<file path="config.mk">
export PLATFORM = sky130hd
export DESIGN_NAME = stream_search_replace
export DESIGN_NICKNAME = d
export VERILOG_FILES = /design/src/design/ssr_pkg.sv /design/src/design/stream_search_replace.sv /design/src/design/ssr_win_cell.sv /design/src/design/ssr_queue_cell.sv
export SDC_FILE = /design/constraint.sdc
export NUM_CORES = 1
export LEC_CHECK = 0
export ABC_AREA = 1
export BUFFER_PORTS_ARGS = -buffer_cell sky130_fd_sc_hd__buf_4
export CAP_MARGIN = 20
export CORE_MARGIN = 3
export CORE_UTILIZATION = 50
export CTS_CLUSTER_SIZE = 25
export DETAILED_ROUTE_END_ITERATION = 16
export GPL_TIMING_DRIVEN = 0
export PLACE_DENSITY = 0.74
export SLEW_MARGIN = 20
export SYNTH_ARGS = -nofsm -noshare
export SYNTH_HDL_FRONTEND = slang
export SYNTH_SLANG_ARGS = --single-unit
</file>
<file path="constraint.sdc">
create_clock -name clk -period 8.25 [get_ports clk]
set_clock_uncertainty 0.05 [all_clocks]
set_input_delay 1.65 -clock clk [delete_from_list [all_inputs] [get_ports clk]]
set_output_delay 1.65 -clock clk [all_outputs]
set_load 0.02 [all_outputs]
</file>
<file path="src/design/ssr_pkg.sv">
`timescale 1ns / 1ps
`default_nettype none
package ssr_pkg;

  localparam int MAX_PATTERN = 8;
  localparam int BYTE_W      = 8;
  localparam int PAT_W       = BYTE_W * MAX_PATTERN;
  localparam int LEN_W       = 4;
  localparam int CNT_W       = $clog2(MAX_PATTERN + 1);
  localparam int IDX_W       = (MAX_PATTERN > 1) ? $clog2(MAX_PATTERN) : 1;
  localparam int QUEUE_DEPTH = 2 * MAX_PATTERN;
  localparam int QIDX_W      = $clog2(QUEUE_DEPTH);
  localparam int FILL_W      = $clog2(QUEUE_DEPTH + 1);
  localparam int CFG_IDX_W   = 2;

  localparam logic [CFG_IDX_W-1:0] REG_SEARCH_PATTERN  = 2'd0;
  localparam logic [CFG_IDX_W-1:0] REG_SEARCH_LENGTH   = 2'd1;
  localparam logic [CFG_IDX_W-1:0] REG_REPLACE_PATTERN = 2'd2;
  localparam logic [CFG_IDX_W-1:0] REG_REPLACE_LENGTH  = 2'd3;

  // One result word as it sits in the output queue.
  typedef struct packed {
    logic [BYTE_W-1:0] data;
    logic              valid;
    logic              fin;
    logic              last;
  } result_t;

  // Control shared by all window cells.
  typedef struct packed {
    logic [CNT_W-1:0] count;
    logic             load;
    logic             shift;
    logic             write;
  } win_ctl_t;

  // Control shared by all queue cells.
  typedef struct packed {
    logic [FILL_W-1:0] base;
    logic [CNT_W-1:0]  n;
    logic              push;
    logic              pop;
  } queue_ctl_t;

endpackage
`default_nettype wire

</file>
<file path="src/design/stream_search_replace.sv">
`timescale 1ns / 1ps
`default_nettype none
// An item's result words enter the queue when it is taken and leave after the words ahead.
// Throughput: one item and one result word per cycle when unstalled; the queue holds 16 words.
// An item that causes up to eight results is taken while at most eight words are queued,
// so the input stalls only when the output side falls behind.
// Reset (rst, synchronous, active high) clears the registers, emptying window and queue.
module stream_search_replace (
  input  logic                          clk,
  input  logic                          rst,
  input  logic                          cfg_write,
  input  logic [ssr_pkg::CFG_IDX_W-1:0] cfg_index,
  input  logic [ssr_pkg::PAT_W-1:0]     cfg_data,
  input  logic                          up_valid,
  output logic                          up_stall,
  input  logic [ssr_pkg::BYTE_W-1:0]    in_byte,
  input  logic                          in_valid,
  input  logic                          in_end,
  output logic                          down_valid,
  input  logic                          down_stall,
  output logic [ssr_pkg::BYTE_W-1:0]    out_byte,
  output logic                          out_valid,
  output logic                          out_end,
  output logic                          run_last
);
  import ssr_pkg::*;

  function automatic logic [CNT_W-1:0] clamp_len(input logic [LEN_W-1:0] v);
    return (v > LEN_W'(MAX_PATTERN)) ? CNT_W'(MAX_PATTERN) : CNT_W'(v);
  endfunction

  logic [PAT_W-1:0]  search_pattern;
  logic [LEN_W-1:0]  search_length;
  logic [PAT_W-1:0]  replace_pattern;
  logic [LEN_W-1:0]  replace_length;

  logic [CNT_W-1:0]  count;
  logic [CNT_W-1:0]  count_next;
  logic [FILL_W-1:0] fill;
  logic [FILL_W-1:0] fill_next;

  logic [CNT_W-1:0]  slen;
  logic [CNT_W-1:0]  rlen;
  logic [CNT_W-1:0]  count_new;
  logic [CNT_W-1:0]  n_data;
  logic [CNT_W-1:0]  n;
  logic              take;
  logic              load;
  logic              full;
  logic              hit;
  logic              miss;
  logic              pass;
  logic              marker;
  logic              pop;

  win_ctl_t          win_ctl;
  queue_ctl_t        q_ctl;

  logic [MAX_PATTERN-1:0][BYTE_W-1:0] win_new;
  logic [MAX_PATTERN-1:0]             match;
  result_t [MAX_PATTERN-1:0]          burst;
  result_t [QUEUE_DEPTH-1:0]          entry;

  assign slen = clamp_len(search_length);
  assign rlen = clamp_len(replace_length);

  assign take      = up_valid && !up_stall;
  assign load      = take && in_valid;
  assign count_new = count + CNT_W'(load);
  assign full      = load && (slen != '0) && (count_new == slen);
  assign hit       = full && (&match);
  assign miss      = full && !hit;
  assign pass      = load && (slen == '0);

  always_comb begin
    priority if (hit) begin
      n_data = rlen;
    end else if (pass) begin
      n_data = CNT_W'(1);
    end else if (miss) begin
      n_data = in_end ? slen : CNT_W'(1);
    end else begin
      n_data = in_end ? count_new : '0;
    end
  end

  assign marker = in_end && (n_data == '0);
  assign n      = marker ? CNT_W'(1) : n_data;

  always_comb begin
    priority if (!take) begin
      count_next = count;
    end else if (in_end || hit || pass) begin
      count_next = '0;
    end else if (miss) begin
      count_next = slen - CNT_W'(1);
    end else begin
      count_next = count_new;
    end
  end

  // Window: a row of cells, each compared against its own search byte.
  assign win_ctl.count = count;
  assign win_ctl.load  = load;
  assign win_ctl.shift = miss;
  assign win_ctl.write = take;

  for (genvar k = 0; k < MAX_PATTERN; k++) begin : g_win
    logic [BYTE_W-1:0] neighbour;
    if (k + 1 < MAX_PATTERN) begin : g_mid
      assign neighbour = win_new[k+1];
    end else begin : g_end
      assign neighbour = '0;
    end
    ssr_win_cell u_cell (
      .clk        (clk),
      .idx        (IDX_W'(k)),
      .ctl        (win_ctl),
      .in_byte    (in_byte),
      .next_value (neighbour),
      .pat_byte   (search_pattern[BYTE_W*k +: BYTE_W]),
      .slen       (slen),
      .value_new  (win_new[k]),
      .match      (match[k])
    );
  end

  // Results of this item: replacement bytes on a hit, otherwise a prefix of the window or an empty end word.
  always_comb begin
    for (int j = 0; j < MAX_PATTERN; j++) begin
      burst[j].data  = hit ? replace_pattern[BYTE_W*j +: BYTE_W] : win_new[j];
      burst[j].valid = 1'b1;
      burst[j].last  = (CNT_W'(j) == (n - CNT_W'(1)));
      burst[j].fin   = in_end && burst[j].last;
    end
    if (marker) begin
      burst[0] = '{data: '0, valid: 1'b0, fin: 1'b1, last: 1'b1};
    end
  end

  // Output queue: a row of cells shifting toward the port.
  assign pop        = down_valid && !down_stall;
  assign q_ctl.base = fill - FILL_W'(pop);
  assign q_ctl.n    = n;
  assign q_ctl.push = take;
  assign q_ctl.pop  = pop;
  assign fill_next  = q_ctl.base + (take ? FILL_W'(n) : '0);

  for (genvar i = 0; i < QUEUE_DEPTH; i++) begin : g_queue
    result_t behind;
    if (i + 1 < QUEUE_DEPTH) begin : g_mid
      assign behind = entry[i+1];
    end else begin : g_end
      assign behind = '0;
    end
    ssr_queue_cell u_cell (
      .clk        (clk),
      .idx        (QIDX_W'(i)),
      .ctl        (q_ctl),
      .burst      (burst),
      .next_entry (behind),
      .entry      (entry[i])
    );
  end

  assign up_stall   = fill > FILL_W'(QUEUE_DEPTH - MAX_PATTERN);
  assign down_valid = (fill != '0);
  assign out_byte   = entry[0].data;
  assign out_valid  = entry[0].valid;
  assign out_end    = entry[0].fin;
  assign run_last   = entry[0].last;

  always_ff @(posedge clk) begin
    if (rst) begin
      search_pattern  <= '0;
      search_length   <= '0;
      replace_pattern <= '0;
      replace_length  <= '0;
    end else if (cfg_write) begin
      unique case (cfg_index)
        REG_SEARCH_PATTERN:  search_pattern  <= cfg_data;
        REG_SEARCH_LENGTH:   search_length   <= cfg_data[LEN_W-1:0];
        REG_REPLACE_PATTERN: replace_pattern <= cfg_data;
        REG_REPLACE_LENGTH:  replace_length  <= cfg_data[LEN_W-1:0];
        default: ;
      endcase
    end
  end

  always_ff @(posedge clk) begin
    if (rst) begin
      count <= '0;
      fill  <= '0;
    end else begin
      fill <= fill_next;
      // Drop pending bytes when the search length register is written.
      if (cfg_write && (cfg_index == REG_SEARCH_LENGTH)) begin
        count <= '0;
      end else begin
        count <= count_next;
      end
    end
  end

endmodule
`default_nettype wire

</file>
<file path="src/design/ssr_win_cell.sv">
`timescale 1ns / 1ps
`default_nettype none
module ssr_win_cell (
  input  logic                       clk,
  input  logic [ssr_pkg::IDX_W-1:0]  idx,
  input  ssr_pkg::win_ctl_t          ctl,
  input  logic [ssr_pkg::BYTE_W-1:0] in_byte,
  input  logic [ssr_pkg::BYTE_W-1:0] next_value,
  input  logic [ssr_pkg::BYTE_W-1:0] pat_byte,
  input  logic [ssr_pkg::CNT_W-1:0]  slen,
  output logic [ssr_pkg::BYTE_W-1:0] value_new,
  output logic                       match
);
  import ssr_pkg::*;

  logic [BYTE_W-1:0] value;

  // The arriving byte lands in the first free cell.
  assign value_new = (ctl.load && (ctl.count == CNT_W'(idx))) ? in_byte : value;

  // Cells past the search length always agree.
  assign match = (value_new == pat_byte) || (CNT_W'(idx) >= slen);

  always_ff @(posedge clk) begin
    if (ctl.write) begin
      value <= ctl.shift ? next_value : value_new;
    end
  end

endmodule
`default_nettype wire

</file>
<file path="src/design/ssr_queue_cell.sv">
`timescale 1ns / 1ps
`default_nettype none
module ssr_queue_cell (
  input  logic                                  clk,
  input  logic [ssr_pkg::QIDX_W-1:0]            idx,
  input  ssr_pkg::queue_ctl_t                   ctl,
  input  ssr_pkg::result_t [ssr_pkg::MAX_PATTERN-1:0] burst,
  input  ssr_pkg::result_t                      next_entry,
  output ssr_pkg::result_t                      entry
);
  import ssr_pkg::*;

  logic [FILL_W-1:0] offset;
  logic              insert;

  // Position of this cell relative to the first free slot after the pop.
  assign offset = FILL_W'(idx) - ctl.base;
  assign insert = ctl.push && (offset < FILL_W'(ctl.n));

  always_ff @(posedge clk) begin
    if (insert) begin
      entry <= burst[offset[IDX_W-1:0]];
    end else if (ctl.pop) begin
      entry <= next_entry;
    end
  end

endmodule
`default_nettype wire

</file>
# After elaboration in Yosys (flattened, before gate mapping)
# Cells that the tools add are included.
# W data, S select, Z words.
[totals]
out_inout_bits = 13
ff_bits = 385
memories = 0
wordCells = 351
in_bits = 81
romBits = 0
latchBits = 0
mem_bits_rw = 0
[op_classes]
add_sub_neg = 21
n_eq_ne = 26
n_mul = 0
n_mux = 99
n_shift = 0
div_mod_pow = 0
magnitude_cmp = 43
bitwise_logic = 0
reduce_logical = 84
[op_table]
columns = ["operator", "count"]
rows = [
  ["$mux W11", 49],
  ["$bmux W11 S3", 16],
  ["$mux W8", 23],
  ["$lt A5 B4 Y1", 16],
  ["$eq A8 B8 Y1", 8],
  ["$lt A3 B4 Y1 const B", 16],
  ["$mux W4", 11],
  ["$logic_and A1 B1 Y1", 42],
  ["$sub A4 B5 Y5 const A", 8],
  ["$reduce_bool A2 Y1", 16],
  ["$sub A3 B5 Y5 const A", 4],
  ["$eq A3 B4 Y1 const A", 4],
  ["$eq A4 B3 Y1 const B", 4],
  ["$ge A3 B4 Y1 const A", 4],
  ["$logic_not A4 Y1", 4],
  ["$logic_or A1 B1 Y1", 10],
  ["$sub A1 B5 Y5 const A", 2],
  ["$sub A2 B5 Y5 const A", 2],
  ["$eq A2 B4 Y1 const A", 2],
  ["$eq A4 B2 Y1 const B", 2],
  ["$ge A1 B4 Y1 const A", 2],
  ["$ge A2 B4 Y1 const A", 2],
  ["$gt A4 B4 Y1 const B", 2],
  ["$reduce_and A2 Y1", 4],
  ["16 further kinds", 20],
]

# Logic depth before layout (Yosys ltp)
# Gate-level depths: netlist (run 1).
[logic_depth]
ltp_word = 25
ltp_mapped = 34
depth_no_buf = 32

# By module
# Synthesis (run 1) repeated with hierarchy kept, for this count alone.
[hier_totals]
hier_cells = 8111
area_unflattened_um2 = 44834.2
[by_module_without_submodules]
columns = ["mod", "cells_per_inst", "n_inst", "area_each_um2", "seq_area_each_um2"]
rows = [
  ["ssr_queue_cell (g_queue[0].u_cell ...)", 388, 10, 1979.4, 330.3],
  ["ssr_queue_cell (g_queue[4].u_cell ...)", 378, 6, 1908.1, 330.3],
  ["ssr_win_cell", 125, 8, 854.6, 240.2],
  ["stream_search_replace", 963, 1, 6755.2, 2902.8],
]

# Worst setup path after synthesis (run 1)
# Ideal clock, no wire load.
[synth_timing]
path_type = "input -> register"
from = "in up_valid"
to = "reg g_queue[14].u_cell.entry[0] (netlist name)"
arrival_time_ns = 8.157
setup_slack_ns = -0.302
path_buffers = 3
setup_time_ns = 0.345
cell_stages = 27
t_required_ns = 7.855
cell_sequence = "buf_2 inv_1 a21oi_1 nand4_1 nand3_1 nand2_1 inv_1 nand2_1 nor2_1 nand2_1 nand2_1 nand2_1 nor2_1 nand3_1 inv_1 buf_4 nand2_1 nand2_2 inv_2 ha_1 a21oi_1 inv_1 a2111oi_0 a21boi_2 inv_2 buf_2 nand2_1"
[synth_via]
elab_chain_len = 19
word_cells_on_any_way = 53
classes_between = "1 x add/sub; 1 x order compare; 9 x eq/ne; 13 x mux; 29 x reduce/logical"
[synth_rtl]
columns = ["element", "line", "source"]
rows = [
  ["start, declared", "stream_search_replace.sv:14", "input logic up_valid,"],
  ["$logic_and A1 B1 Y1 (*)", "stream_search_replace.sv:67", "assign take = up_valid && !up_stall;"],
  ["net take", "stream_search_replace.sv:47", "logic take;"],
  ["$logic_and A1 B1 Y1", "stream_search_replace.sv:68", "assign load = take && in_valid;"],
  ["$logic_and A1 B1 Y1", "ssr_win_cell.sv:19", "assign value_new = (ctl.load && (ctl.count == CNT_W'(idx))) ? in_byte : value;"],
  ["$mux W8", "ssr_win_cell.sv:19", ""],
  ["$eq A8 B8 Y1", "ssr_win_cell.sv:22", "assign match = (value_new == pat_byte) || (CNT_W'(idx) >= slen);"],
  ["$logic_or A1 B1 Y1", "ssr_win_cell.sv:22", ""],
  ["$reduce_and A8 Y1", "stream_search_replace.sv:71", "assign hit = full && (&match);"],
  ["[... 4 more ...]", "--", ""],
  ["$mux W4", "stream_search_replace.sv:78", "end else if (pass) begin"],
  ["$mux W4", "stream_search_replace.sv:76", "priority if (hit) begin"],
  ["$logic_not A4 Y1", "stream_search_replace.sv:87", "assign marker = in_end && (n_data == '0);"],
  ["$logic_and A1 B1 Y1", "stream_search_replace.sv:87", ""],
  ["$mux W4", "stream_search_replace.sv:88", "assign n = marker ? CNT_W'(1) : n_data;"],
  ["$lt A5 B4 Y1", "ssr_queue_cell.sv:18", "assign insert = ctl.push && (offset < FILL_W'(ctl.n));"],
  ["$logic_and A1 B1 Y1 (*)", "ssr_queue_cell.sv:18", ""],
  ["$reduce_bool A2 Y1 (no line) (*)", "--", ""],
]
# Mark *: on every way through the listed nets, which the timed path passes. The rest lies on a longest branch.
# A chain may end at the register's enable or synchronous reset.

# Worst setup path after layout (run 1)
[layout_timing]
from = "in down_stall"
to = "reg g_queue[14].u_cell.entry[5] (netlist name)"
[layout_via]
elab_chain_len = 7
[layout_rtl]
columns = ["element", "line", "source"]
rows = [
  ["start, declared", "stream_search_replace.sv:20", "input logic down_stall,"],
  ["$logic_not A1 Y1 (*)", "stream_search_replace.sv:142", "assign pop = down_valid && !down_stall;"],
  ["$logic_and A1 B1 Y1 (*)", "stream_search_replace.sv:142", ""],
  ["$sub A5 B1 Y5", "stream_search_replace.sv:143", "assign q_ctl.base = fill - FILL_W'(pop);"],
  ["$sub A4 B5 Y5", "ssr_queue_cell.sv:17", "assign offset = FILL_W'(idx) - ctl.base;"],
  ["$lt A5 B4 Y1", "ssr_queue_cell.sv:18", ""],
  ["$logic_and A1 B1 Y1", "ssr_queue_cell.sv:18", ""],
  ["$reduce_bool A2 Y1 (no line) (*)", "--", ""],
]
# Mark *: on every way between the ends. The rest lies on a longest branch, timed or not.

==> impl_metrics.yaml, run 1 <==
outcome:
  status: "complete, no violations"
layout:
  nNetsFinal: 3456
  area_growth_pct: 12.4
  final_cell_mix: "nand2_1, o21ai_0, inv_1, edfxtp_1, nand3_1"
  stdcell_count: 3953
  final_layout_size_suffix_gt1_share_pct: 7.94
  utilization_pct: 57.0
  layout.cells.most_common: "nand2_1"
die:
  io_pins: 94
  fp.dieArea_um2: 48700
  coreArea_um2: 45500
  rows: 78
  die_h_um: 221
  start_util_pct: 50.7
  die_w_um: 221
placement:
  hpwl_mm: 66.1
  io_buffers: 86
  place_congestion: 1.05
  place_inst: 3876
setup_path:
  cp.arrival_ps: 8040
  reg2regPathDepth: 24
  r2r_start: "fill[2]"
  max_stage_delay_ps: 550
  reg2reg_to: "g_queue[14].u_cell.entry[5]"
  cp.buffers_inverters: 14
  crit_path_start_kind: "primary input"
  critPathKind: "in2reg"
  critPathTopFamily: "buffers and inverters"
  path_depth: 24
  cpMostUsedCell: "inv_1"
  worstPathRequired_ps: 8420
  path_cells: "buf_4, inv_1, nand2_1, clkbuf_2, inv_1, ha_1, ha_1, clkbuf_1, inv_1, clkbuf_1, clkbuf_2, ha_1, inv_1, xor2_1, inv_1, clkbuf_1, ha_1, a21oi_1, inv_1, a2111oi_0, a21boi_2, inv_2, buf_2, nand2_1"
  rrSetupSlack_ps: 900
  end_kind: "register"
  path_max_fanout: 16
  critical_path.slowest_cell: "clkbuf_2"
route:
  vias_per_cell: 5.81
  first_iter_violations: 2843
  drt-total-wl_mm: 84.5
  first_pass_iters: 9
  num_vias: 23000
  post-route-drc-count: 0
  antenna_left: 0
  wl_per_cell_um: 21.4
global_routing:
  grt_pass1_wl_mm: 125
  grt_max_degree: 26
  track_usage_pct: 34.3
  grt_pass1_vias: 21000
  grt_antenna_before_repair: 0
  gr-total-overflow: 0
clock_tree:
  htree_levels: 2
  clock_sinks: 385
  cts_tree: "done"
  cts_buffer_depth: 3
  cts-resized-gates: 1
  clockRootBuffer: "clkbuf_16"
  cts_hold_buf: 0
  cts_buffers: 42
  postCtsSetupRepairBufs: 0
  path_clk_slew_ps: 60
  clock_latency_ps: 590
timing:
  worstMarginPinSlew_ps: 1100
  maxSlewViolCount: 0
  fin_crit_sh_pct: 95.4
  timing.fmax_mhz: 127
  fin_crit_ps: 7870
  hold_viol: 0
  rsz0062_at_grt: "no"
  relSlewSlack_pct: 26.9
  finalSetupViolCount: 0
hold_path:
  hold_depth: 2
  hp-class: "reg2reg"
  hold_path_end: "replace_pattern[43]"
  holdCritStartpoint: "replace_pattern[43]"
yosys:
  synth-edff-count: 240
  ys_types: 50
  syn_area_um2: 23100
  dominantRegCellSynth: "edfxtp_1"
  ys_async_sr_fraction_pct: 0
  post_synth.cell_area_avg_um2: 7.24
  ys_seq_area_share_pct: 43.8
  syn_nets: 3322
  synthCells: 3186
  yosysWarningCount: 0
  synth-seq-cells: 385
flow_run:
  timing.max_cap.violations: 0
-- layout make-up --
type                    count  area [um2]
inverters                 291        1100
repair buffers             90         736
plain buffers             172         746
fillers                  4344       19600
multi-input cells        2338       11100
clock buffers              51        1120
flip-flops and latches    385       10100
clock inverters            25         245
diodes                      1        2.50
well taps                 600         751
-- logic make-up after synthesis --
| family | count (synthesis) | synth area share [%] |
|---|---|---|
| mux | 16 | 0.695 |
| compound gates | 575 | 13.8 |
| fa+ha+maj | 55 | 3.02 |
| simple gates | 1668 | 29.8 |
| flops | 385 | 43.8 |
| xor+xnor | 24 | 0.912 |
| buf+inv | 463 | 7.98 |
-- cell usage after synthesis, types with 3 or more instances --
cell type,number,area share [%]
a21boi_1,4,0.13
a21boi_2,3,0.15
a21oi_1,133,2.9
a31oi_1,7,0.19
a32oi_1,4,0.15
buf_1,18,0.29
buf_2,36,0.78
buf_4,8,0.26
buf_6,3,0.15
clkbuf_1,107,1.7
clkinv_1,5,0.081
clkinv_2,3,0.065
dfxtp_1,145,13
edfxtp_1,240,31
ha_1,54,2.9
inv_1,257,4.2
inv_2,26,0.42
mux2i_1,16,0.69
nand2_1,1230,20
nand2_2,7,0.19
nand2_4,4,0.20
nand3_1,168,3.6
nand3b_1,36,1.2
nand4_1,34,0.92
nand4_2,3,0.16
nor2_1,146,2.4
nor3_1,20,0.43
nor4_1,9,0.24
o211ai_1,72,2.3
o21ai_0,331,7.2
o21ai_1,5,0.11
o31ai_1,3,0.098
or2_2,5,0.14
xnor2_1,4,0.15
xor2_1,20,0.76
-- how the worst max path moves through the flow --
stage / startpoint / endpoint / slack [ps]
2_1_floorplan: up_valid / g_queue[14].u_cell.entry[0] / 1180
3_3_place_gp: up_valid / g_queue[12].u_cell.entry[3] / -1220
3_5_place_dp: down_stall / g_queue[14].u_cell.entry[9] / -810
4_1_cts: down_stall / g_queue[14].u_cell.entry[5] / 120
5_1_grt: down_stall / g_queue[14].u_cell.entry[4] / 100
6_report: down_stall / g_queue[14].u_cell.entry[5] / 380
-- per-stage QoR --
step | setup WS (ps) | setup TNS, ps | area, um2 | hold WS (ps)
after detailed placement | -814 | -38500 | 24600 | 384
final | 380 | 0 | 25900 | 393
after global routing | 99.9 | 0 | 25900 | 406
after CTS | 123 | 0 | 25900 | 393
after floorplan | 1180 | 0 | 23100 | 370
after global placement | -1220 | -258810 | 24500 | 381
-- registers in the layout, summed over array words and instances (netlist names) --
register and flops:
search_length 4, fill 5, replace_length 4, g_queue.u_cell.entry 176, replace_pattern 64, count 4
g_win.u_cell.value 64, search_pattern 64
-- worst register-to-register path, delay by kind of cell (launching register included) --
kind	cells	cell delay (ps)
buffers and inverters	12	3010
adder cells (fa/ha/maj)	4	1250
AND/OR/NAND/NOR	4	1110
AO/OA/AOI/OAI	3	1010
flip-flops	1	340
XOR/XNOR	1	220
-- per-layer routing --
metal  global-route usage (%)  up-vias  wire length, um
met1                     43.1    10600            31800
met5                        0        -                0
met2                     55.6     1329            38300
li1                         -    10800                -
met3                     6.29      291             8540
met4                     19.9        0             5830
Power of run 1 is left out: the tool's default activity adds up to more than one toggle a clock period on the data nets, which glitch-free logic cannot reach.
==> run 2: changes to the inputs <==
--- a/config.mk
+++ b/config.mk
@@ -8,12 +8,12 @@
 export ABC_AREA = 1
 export BUFFER_PORTS_ARGS = -buffer_cell sky130_fd_sc_hd__buf_4
 export CAP_MARGIN = 20
-export CORE_MARGIN = 3
+export CORE_MARGIN = 4
 export CORE_UTILIZATION = 50
 export CTS_CLUSTER_SIZE = 25
 export DETAILED_ROUTE_END_ITERATION = 16
 export GPL_TIMING_DRIVEN = 0
-export PLACE_DENSITY = 0.74
+export PLACE_DENSITY_LB_ADDON = 0.05
 export SLEW_MARGIN = 20
 export SYNTH_ARGS = -nofsm -noshare
 export SYNTH_HDL_FRONTEND = slang
==> run 2 against run 1 <==
  * Setup slack gained 20 ps
  * Final area is essentially flat
  * Register-to-register slack gained 20 ps
  * First-iteration DRC count shrank 21%
  * Critical path depth is the same
  * Maximum frequency grew 0.26%
  * Utilization is essentially flat
==> impl_metrics.yaml, run 2 (same netlist as run 1, synthesis figures left out) <==
outcome:
  status: "complete, no violations"
timing:
  maxSlewViolCount: 0
  fin_crit_ps: 7850
  relSlewSlack_pct: 20.4
  worstMarginPinSlew_ps: 1180
  whs_ps: 391
  hold_viol: 0
  rsz0062_at_grt: "no"
  finalSetupViolCount: 0
  setup_slack_ps: 400
  timing.fmax_mhz: 127
  fin_crit_sh_pct: 95.1
clock_tree:
  path_clk_slew_ps: 60
  clockRootBuffer: "clkbuf_16"
  cts_hold_buf: 0
  cts_buffer_depth: 3
  clock_sinks: 385
  cts-resized-gates: 1
  cts_tree: "done"
  clock_latency_ps: 580
  cts_buffers: 42
  postCtsSetupRepairBufs: 0
  htree_levels: 2
placement:
  io_buffers: 86
  place_ws_ps: -736
  hpwl_mm: 72.1
  place_congestion: 1.07
  place_inst: 3876
layout:
  n_antenna_cell: 0
  stdcell_count: 3954
  num-fill-cells: 4409
  utilization_pct: 57.1
  largest_reg_flops: 176
  nNetsFinal: 3457
  final_layout_size_suffix_gt1_share_pct: 7.99
  final_cell_mix: "nand2_1, o21ai_0, inv_1, edfxtp_1, nand3_1"
  layout.cells.most_common: "nand2_1"
  area_growth_pct: 12.5
  regMostFlops: "g_queue.u_cell.entry"
route:
  first_pass_iters: 6
  first_iter_violations: 2255
  antenna_left: 0
  vias_per_cell: 5.79
  drt-total-wl_mm: 90.9
  num_vias: 22900
  wl_per_cell_um: 23.0
  post-route-drc-count: 0
setup_path:
  critPathKind: "in2reg"
  end_kind: "register"
  cp.arrival_ps: 7990
  path_max_fanout: 16
  worstPathRequired_ps: 8390
  crit_path_start_kind: "primary input"
die:
  rows: 78
  io_pins: 94
  coreArea_um2: 45500
  die_w_um: 223
  die_h_um: 223
  fp.dieArea_um2: 49600
  start_util_pct: 50.7
hold_path:
  hp-class: "reg2reg"
global_routing:
  grt_max_degree: 26
  track_usage_pct: 35.5
  gr-total-overflow: 0
  grt_antenna_before_repair: 0
  grt_pass1_vias: 21500
  grt_pass1_wl_mm: 134
flow_run:
  timing.max_cap.violations: 0
run 2: critical path, cell delays in order:
cell	delay (ps)
buf_4	80
inv_1	30
nand2_1	420
clkbuf_2	500
inv_1	90
ha_1	220
ha_1	370
clkbuf_1	270
inv_1	230
clkbuf_1	390
clkbuf_2	550
ha_1	300
inv_1	100
xor2_1	190
inv_1	100
clkbuf_1	380
ha_1	340
a21oi_1	200
inv_1	50
a2111oi_0	390
a21boi_2	450
inv_2	80
buf_2	190
nand2_1	380
run 2: cell type report:
cell class | instances | area (um2) | share of cell area, %
multi-input cells | 2338 | 11100 | 42.9
flip-flops and latches | 385 | 10100 | 39.0
clock buffers | 64 | 1230 | 4.76
inverters | 291 | 1100 | 4.22
well taps | 600 | 751 | 2.89
plain buffers | 172 | 746 | 2.87
repair buffers | 91 | 733 | 2.83
clock inverters | 13 | 150 | 0.579
run 2: path summary, 6_finish.rpt:
kind,end,slack (ps),start,cells past startpoint
worst max-delay path,g_queue[14].u_cell.entry[6],400,down_stall,24
worst min-delay path,replace_pattern[35],390,replace_pattern[35],2
worst max register to register,g_queue[14].u_cell.entry[6],920,fill[1],24
worst min register to register,replace_pattern[35],390,replace_pattern[35],2
run 2: routing by layer:
metal / part of all wire [%] / global-route usage, % / up-vias
li1: - / - / 10800
met1: 37 / 42.6 / 10700
met2: 47 / 59.7 / 1133
met3: 7.6 / 5.13 / 270
met4: 7.8 / 23.0 / 0
met5: 0 / 0 / -
run 2: metrics by stage:
step | cell area, um2 | setup TNS, ps
global placement | 24500 | -259560
floorplan | 23100 | 0
finish | 25900 | 0
global route | 25900 | 0
CTS | 25900 | 0
detailed placement | 24600 | -39120
Power of run 2 is left out for the same reason.
